===== config.mk =====
export PLATFORM = sky130hd
export DESIGN_NAME = button_debounce_autorepeat
export DESIGN_NICKNAME = d
export VERILOG_FILES = /design/src/rtl/bda_pkg.sv /design/src/rtl/button_debounce_autorepeat.sv
export SDC_FILE = /design/constraint.sdc
export NUM_CORES = 1
export LEC_CHECK = 0
export ABC_AREA = 0
export BUFFER_PORTS_ARGS = -buffer_cell sky130_fd_sc_hd__clkbuf_2
export CAP_MARGIN = 20
export CORE_UTILIZATION = 40
export CTS_CLUSTER_DIAMETER = 100
export CTS_CLUSTER_SIZE = 14
export DETAILED_ROUTE_END_ITERATION = 16
export HOLD_SLACK_MARGIN = 0.1
export PLACE_DENSITY = 0.65
export SLEW_MARGIN = 20
export SYNTH_ARGS = -nofsm -noshare
export SYNTH_HDL_FRONTEND = slang
export SYNTH_SLANG_ARGS = --single-unit
export TNS_END_PERCENT = 1

===== constraint.sdc =====
create_clock -name clk_i -period 4.8 [get_ports clk_i]
set_input_delay 0 -clock clk_i [delete_from_list [all_inputs] [get_ports clk_i]]
set_output_delay 0 -clock clk_i [all_outputs]
set_load 0.03 [all_outputs]

===== src/rtl/bda_pkg.sv =====
// ----------------------------------------------------------------------------
// bda_pkg: shared definitions for the button debounce / auto-repeat block
// Phase codes, register indexes, reset values and the button encoder.
// ----------------------------------------------------------------------------
package bda_pkg;

  localparam int NumButtons = 5;
  localparam int PinW       = 5;
  localparam int CodeW      = 3;
  localparam int PhaseW     = 2;
  localparam int EnW        = 6;
  localparam int TimeW      = 10;
  localparam int CountW     = 11;
  localparam int CfgIdxW    = 2;

  // debouncer phases
  localparam logic [PhaseW-1:0] PhaseIdle    = 2'd0;
  localparam logic [PhaseW-1:0] PhaseConfirm = 2'd1;
  localparam logic [PhaseW-1:0] PhaseHeld    = 2'd2;

  // opcodes
  localparam logic OpTick = 1'b0;
  localparam logic OpRead = 1'b1;

  // register indexes
  localparam logic [CfgIdxW-1:0] RegRepeatEnable = 2'd0;
  localparam logic [CfgIdxW-1:0] RegFirstDelay   = 2'd1;
  localparam logic [CfgIdxW-1:0] RegMinInterval  = 2'd2;
  localparam logic [CfgIdxW-1:0] RegIntervalStep = 2'd3;

  // register reset values
  localparam logic [EnW-1:0]   RepeatEnableRst = 6'd0;
  localparam logic [TimeW-1:0] FirstDelayRst   = 10'd160;
  localparam logic [TimeW-1:0] MinIntervalRst  = 10'd30;
  localparam logic [TimeW-1:0] IntervalStepRst = 10'd16;

  typedef struct packed {
    logic [CodeW-1:0]  press_code;
    logic [PhaseW-1:0] phase;
  } result_t;

  // lowest pressed button wins; pins are active low
  function automatic logic [CodeW-1:0] encode_buttons(input logic [PinW-1:0] levels);
    logic [PinW-1:0]  pressed;
    logic [CodeW-1:0] code;
    pressed = ~levels;
    code    = '0;
    for (int i = PinW - 1; i >= 0; i--) begin
      if (pressed[i] && (i < NumButtons)) begin
        code = CodeW'(i + 1);
      end
    end
    return code;
  endfunction

endpackage


===== src/rtl/button_debounce_autorepeat.sv =====
// ----------------------------------------------------------------------------
// button_debounce_autorepeat: debouncer with accelerating auto-repeat
// Priority-encodes five active-low pins, confirms a press over two ticks and
// fires auto-repeats at shrinking intervals; read items fetch and clear the
// pending press code.
// ----------------------------------------------------------------------------
// channel   dir  handshake                        payload
// s_axis    in   s_axis_tvalid / s_axis_tready    tdata: pin_levels, tuser: opcode
// m_axis    out  m_axis_tvalid / m_axis_tready    tdata: press_code, phase
// cfg       in   cfg_valid_i / cfg_ready_o        cfg_index_i, cfg_data_i
//
// One item per clock while s_axis_tready is high; the result is registered in the output register, or in the skid
// entry when the output is stalled. The state update is a single compare/decrement/mux pass on the accept edge.
// A two-entry output buffer (output register plus skid) keeps s_axis_tready
// high while m_axis stalls; it drops only when both are full.
// Reset clears the debouncer state and loads the register defaults.
// Config writes are always accepted (cfg_ready_o is tied high).
// ----------------------------------------------------------------------------
module button_debounce_autorepeat (
  input  logic                        clk_i,
  input  logic                        rst_ni,
  input  logic                        s_axis_tvalid,
  output logic                        s_axis_tready,
  input  logic [7:0]                  s_axis_tdata,   // [4:0] pin_levels, [7:5] zero
  input  logic                        s_axis_tuser,   // [0] opcode
  output logic                        m_axis_tvalid,
  input  logic                        m_axis_tready,
  output logic [7:0]                  m_axis_tdata,   // [2:0] press_code, [4:3] phase,
                                                      // [7:5] zero
  input  logic                        cfg_valid_i,
  output logic                        cfg_ready_o,
  input  logic [bda_pkg::CfgIdxW-1:0] cfg_index_i,
  input  logic [bda_pkg::TimeW-1:0]   cfg_data_i
);
  import bda_pkg::*;

  // configuration
  logic [EnW-1:0]   repeat_enable_q;
  logic [TimeW-1:0] first_delay_q, min_interval_q, interval_step_q;

  // debouncer state
  logic [PhaseW-1:0] phase_q, phase_d;
  logic [CodeW-1:0]  cand_q, cand_d;
  logic [CodeW-1:0]  pending_q, pending_d;
  logic [CountW-1:0] countdown_q, countdown_d;
  logic [CountW-1:0] interval_q, interval_d;

  // output buffer
  logic    out_valid_q, skid_valid_q;
  result_t out_q, skid_q;
  result_t result;

  logic in_xfer, out_pop;
  logic [CodeW-1:0]  code;
  logic [CountW-1:0] cd_loaded;
  logic [CountW:0]   shrink_limit;
  logic [7:0]        enable_vec;

  assign cfg_ready_o   = 1'b1;
  assign s_axis_tready = ~skid_valid_q;
  assign in_xfer       = s_axis_tvalid & s_axis_tready;
  assign out_pop       = out_valid_q & m_axis_tready;

  assign code         = encode_buttons(s_axis_tdata[PinW-1:0]);
  assign shrink_limit = {2'b00, interval_step_q} + {2'b00, min_interval_q};
  assign enable_vec   = {2'b00, repeat_enable_q};

  always_ff @(posedge clk_i or negedge rst_ni) begin
    if (!rst_ni) begin
      repeat_enable_q <= RepeatEnableRst;
      first_delay_q   <= FirstDelayRst;
      min_interval_q  <= MinIntervalRst;
      interval_step_q <= IntervalStepRst;
    end else if (cfg_valid_i) begin
      case (cfg_index_i)
        RegRepeatEnable: repeat_enable_q <= cfg_data_i[EnW-1:0];
        RegFirstDelay:   first_delay_q   <= cfg_data_i;
        RegMinInterval:  min_interval_q  <= cfg_data_i;
        RegIntervalStep: interval_step_q <= cfg_data_i;
        default: ;
      endcase
    end
  end

  always_comb begin
    phase_d     = phase_q;
    cand_d      = cand_q;
    pending_d   = pending_q;
    countdown_d = countdown_q;
    interval_d  = interval_q;
    cd_loaded   = countdown_q;
    result.press_code = '0;
    if (s_axis_tuser == OpRead) begin
      result.press_code = pending_q;
      pending_d         = '0;
    end else begin
      case (phase_q)
        PhaseConfirm: begin
          if (code == cand_q) begin
            pending_d   = cand_q;
            countdown_d = {1'b0, first_delay_q};
            if (first_delay_q >= interval_step_q) begin
              interval_d = {1'b0, first_delay_q - interval_step_q};
            end else begin
              interval_d = '0;
            end
            phase_d = PhaseHeld;
          end else begin
            phase_d = PhaseIdle;
          end
        end
        PhaseHeld: begin
          if (code == '0) begin
            phase_d = PhaseIdle;
          end else begin
            if (countdown_q == '0) begin
              cd_loaded = interval_q;
              if ({1'b0, interval_q} >= shrink_limit) begin
                interval_d = interval_q - {1'b0, interval_step_q};
              end else begin
                interval_d = {1'b0, min_interval_q};
              end
              if (enable_vec[cand_q]) begin
                pending_d = cand_q;
              end
            end
            countdown_d = (cd_loaded != '0) ? cd_loaded - 1'b1 : cd_loaded;
          end
        end
        default: begin
          cand_d  = code;
          phase_d = (code != '0) ? PhaseConfirm : PhaseIdle;
        end
      endcase
    end
    result.phase = phase_d;
  end

  always_ff @(posedge clk_i or negedge rst_ni) begin
    if (!rst_ni) begin
      phase_q     <= PhaseIdle;
      cand_q      <= '0;
      pending_q   <= '0;
      countdown_q <= '0;
      interval_q  <= '0;
    end else if (in_xfer) begin
      phase_q     <= phase_d;
      cand_q      <= cand_d;
      pending_q   <= pending_d;
      countdown_q <= countdown_d;
      interval_q  <= interval_d;
    end
  end

  always_ff @(posedge clk_i or negedge rst_ni) begin
    if (!rst_ni) begin
      out_valid_q  <= 1'b0;
      skid_valid_q <= 1'b0;
    end else begin
      if (in_xfer) begin
        if (!out_valid_q || out_pop) begin
          out_valid_q <= 1'b1;
        end else begin
          skid_valid_q <= 1'b1;
        end
      end else if (out_pop) begin
        out_valid_q  <= skid_valid_q;
        skid_valid_q <= 1'b0;
      end
    end
  end

  always_ff @(posedge clk_i) begin
    if (in_xfer) begin
      if (!out_valid_q || out_pop) begin
        out_q <= result;
      end else begin
        skid_q <= result;
      end
    end else if (out_pop && skid_valid_q) begin
      out_q <= skid_q;
    end
  end

  assign m_axis_tvalid = out_valid_q;
  assign m_axis_tdata  = {3'b000, out_q.phase, out_q.press_code};

  // skid holds data only behind a full output register
  a_skid_behind_out: assert property (@(posedge clk_i) disable iff (!rst_ni)
    skid_valid_q |-> out_valid_q)
    else $error("skid entry valid while output register empty");

  // held phase always tracks a real button
  a_held_has_cand: assert property (@(posedge clk_i) disable iff (!rst_ni)
    (phase_q == PhaseHeld) |-> (cand_q != '0))
    else $error("held phase with zero candidate code");

  // a read clears the pending press
  a_read_clears: assert property (@(posedge clk_i) disable iff (!rst_ni)
    (in_xfer && (s_axis_tuser == OpRead)) |=> (pending_q == '0))
    else $error("pending press not cleared by read");

  // a parked skid entry stays put until the output drains
  a_skid_hold: assert property (@(posedge clk_i) disable iff (!rst_ni)
    (skid_valid_q && !out_pop) |=> (skid_valid_q && $stable(skid_q)))
    else $error("skid entry changed while output stalled");

endmodule

==> results_dict.tcl <==
set metrics [dict create \
    share_comb_of_total_power_pct 51.8 \
    ys_seq_elements 78 \
    yosysWarningCount 0 \
    synth_largest_area_cell "dfrtp_1" \
    clk_latency_ns 0.35 \
    fp.dieH_um 121 \
    critPathCapture "interval_q[8]$_DFFE_PN0P_" \
    grt_max_degree 69 \
    worstPathMaxFanout 14 \
    crit_arrival_ns 4.08 \
    route.detailed.drc 0 \
    rsz0062_at_grt "false" \
    drv_slew 0 \
    vias 4601 \
    worst_hold_path_type "in2reg" \
    p_leak_nw 2.77 \
    synth_edf_count 10 \
    timing.rr.end "interval_q[8]$_DFFE_PN0P_" \
    numPortBuffers 29 \
    final.min_clock_period_ns 3.90 \
    grt_usage_pct 20.1 \
    slew_headroom_pct 36.8 \
    core_sq_um 13500 \
    fin_ws_ns 0.899 \
    cts.clk_slew.worst_paths_ns 0.06 \
    met1_usage_pct 27.4 \
    postSynthAreaPerCell_sq_um 9.75 \
    p_int_mw 2.30 \
    power.switching_mw 1.71 \
    cts_buffer_depth 2 \
    max_freq_mhz 256 \
    diodes 0 \
    nFillCells 1260 \
    drive_gt1_share_pct 20.1 \
    power_frac_seq_pct 29.4 \
    setup_violations 0 \
    fp-row-count 42 \
    initial_core_util_pct 41.8 \
    power_density_nw_per_um2 622 \
    ys_seq_area_share_pct 35.8 \
    synth_top_cell_area_share_pct 27.1 \
    period_share_pct 81.3 \
    p_sw_share_pct 42.7 \
    maxCapViolations 0 \
    outcome "completed" \
    grt_pass1_vias 4550 \
    rr_worst_depth 16 \
    ioPinCount 37 \
    synthTopCellsByCount "dfrtp_1 (61), mux2_2 (49), ha_1 (44), nor2_1 (44), a21oi_1 (36)" \
    grt_pass1_wl_um 22600 \
    critPathLaunchType "register" \
    ys_types 72 \
    synthMostInstantiatedCell "dfrtp_1" \
    worstSetupPathType "reg2reg" \
    fin_skew_ns 0.00711 \
    setup.worst_path.start "min_interval_q[1]$_DFFE_PN1P_" \
    stdcell_count 804 \
    ys.flop_type "dfrtp_1" \
    endpoint_kind "register" \
    hpwl_um 9950 \
    antenna_found_initial 0 \
    syn_to_final_growth_pct 14.6 \
    dr.pass1.iters 4 \
    dieArea_sq_um 14500 \
    clock-sinks 78 \
    drt_iter0_drc 211 \
    top_usage_layer "met2" \
    tns_ns 0 \
    syn_area_sq_um 5620 \
    gr-total-overflow 0 \
    grt_use_met2_pct 31.2 \
    synth_cells 577 \
    p_clk_share_pct 18.8 \
    timing.rr.start "min_interval_q[1]$_DFFE_PN1P_" \
    cts.htree.levels 3 \
    hold_viol 0 \
    cts_buffers 9 \
    required_ns 4.98 \
    ant_nets 0 \
    via_per_inst 5.72 \
    pre_cts_ws_ns 0.915 \
    wl_per_cell_um 16.7 \
    die-width_um 121 \
    tightest_slew_ns 0.949 \
    synthTopCellsByArea "dfrtp_1 (27%), mux2_2 (9.8%), ha_1 (9.8%)" \
    r2r_setup_slack_ns 0.90 \
    max-vdd-ir-drop_uv 353 \
    tritoncts "yes" \
    root_buffer "clkbuf_16" \
    dp_cells 768 \
    wirelength_um 13400 \
    final_net_count 696 \
    gr-usage-met3_pct 3.87 \
    synthArstFlopShare_pct 87.2 \
    place_congestion 0.830 \
]
layout by cell type (no fill, tap or decap), drive strengths merged, types with 9 or more instances in the layout:
master / netlist / layout
xnor2: 12 / 12
nor2b: 11 / 11
nand2: 32 / 32
inv: 28 / 31
ha: 44 / 44
xor2: 12 / 12
mux2: 49 / 49
o21ai: 34 / 34
a31oi: 10 / 10
a21oi: 36 / 36
clkbuf: 12 / 37
a21o: 11 / 11
dfrtp: 61 / 61
dlygate4sd3: 0 / 20
nand3: 18 / 18
nor2: 44 / 44
nand2b: 11 / 11
edfxtp: 10 / 10
nor3: 9 / 9
state kept, by name, indices dropped and copies added, names as in the netlist:
register / cells
repeat_enable_q: 6
phase_q: 2
first_delay_q: 10
skid_valid_q: 1
countdown_q: 11
m_axis_tvalid: 1
pending_q: 3
interval_step_q: 10
skid_q: 5
min_interval_q: 10
m_axis_tdata: 5
cand_q: 3
interval_q: 11
stage by stage:
| stage | hold WS (ns) | total power [mW] | instance area [sq um] | utilization, % |
|---|---|---|---|---|
| floorplan | -0.296 | 2.72 | 5630 | - |
| global placement | 0.212 | 3.13 | 5920 | 44.0 |
| detailed placement | 0.220 | 3.21 | 5920 | 44.0 |
| CTS | 0.153 | 4.00 | 6440 | 47.9 |
| global route | 0.197 | 4.33 | 6440 | 47.9 |
| finish | 0.173 | 4.01 | 6440 | 47.9 |
power groups by stage:
stage / Clock, mW / Combinational [mW] / Sequential (mW)
2_1_floorplan: 0 / 1.61 / 1.11
3_3_place_gp: 0 / 1.96 / 1.17
3_5_place_dp: 0 / 2.03 / 1.18
4_1_cts: 0.773 / 2.06 / 1.17
5_1_grt: 0.796 / 2.32 / 1.21
6_report: 0.754 / 2.08 / 1.18
what timing repair did:
action,in CTS,in global routing
hold buffers,20,0
buffers inserted,0,0
gates resized for setup,0,0
endpoints found under the hold margin,105,0
layout make-up:
type / instances / area [sq um] / share of cell area (%)
multi-input combinational: 453 / 3400 / 52.8
sequential: 78 / 2010 / 31.2
timing repair buffer: 53 / 375 / 5.83
clock buffer: 9 / 225 / 3.50
tap: 176 / 220 / 3.42
inverter: 28 / 105 / 1.63
clock inverter: 7 / 103 / 1.59
kinds of logic after synthesis:
logic type      share of synthesized area, %
compound gates                          18.7
xor+xnor                                3.74
fa+ha+maj                               10.9
buf+inv                                 3.83
flops                                   35.8
mux                                     11.1
other cells                            0.134
simple gates                            15.9
worst min-delay path by stage:
stage                    from                        endpoint  slack [ns]  depth (start not counted)
5_1_grt        cfg_index_i[1]  repeat_enable_q[3]$_DFFE_PN0P_        0.20                          3
4_1_cts        cfg_index_i[0]  repeat_enable_q[3]$_DFFE_PN0P_        0.15                          3
3_5_place_dp    m_axis_tready        skid_valid_q$_DFFE_PN0P_        0.22                          2
3_3_place_gp    m_axis_tready        skid_valid_q$_DFFE_PN0P_        0.21                          2
6_report       cfg_index_i[0]  repeat_enable_q[3]$_DFFE_PN0P_        0.17                          3
2_1_floorplan          rst_ni           cand_q[0]$_DFFE_PN0P_       -0.30                          0
routing by layer:
metal	share of wire, %	up-vias
met5	0	-
met4	2.4	0
met3	4.3	26
met2	46	122
met1	48	2220
li1	-	2233
critical path, stage by stage (launching register included):
cell and delay [ns]:
dfstp_2 0.54, ha_1 0.23, a21o_1 0.16, a21oi_1 0.21, o21ai_0 0.15, a2111o_1 0.44, a31o_2 0.25, a21oi_1 0.17
xor2_1 0.18, ha_1 0.26, a21o_1 0.16, a21oi_1 0.13, o21ai_1 0.08, buf_4 0.20, mux2_2 0.28, a22oi_1 0.19
a21oi_1 0.09
No activity file was read; power rests on OpenSTA's default activity.
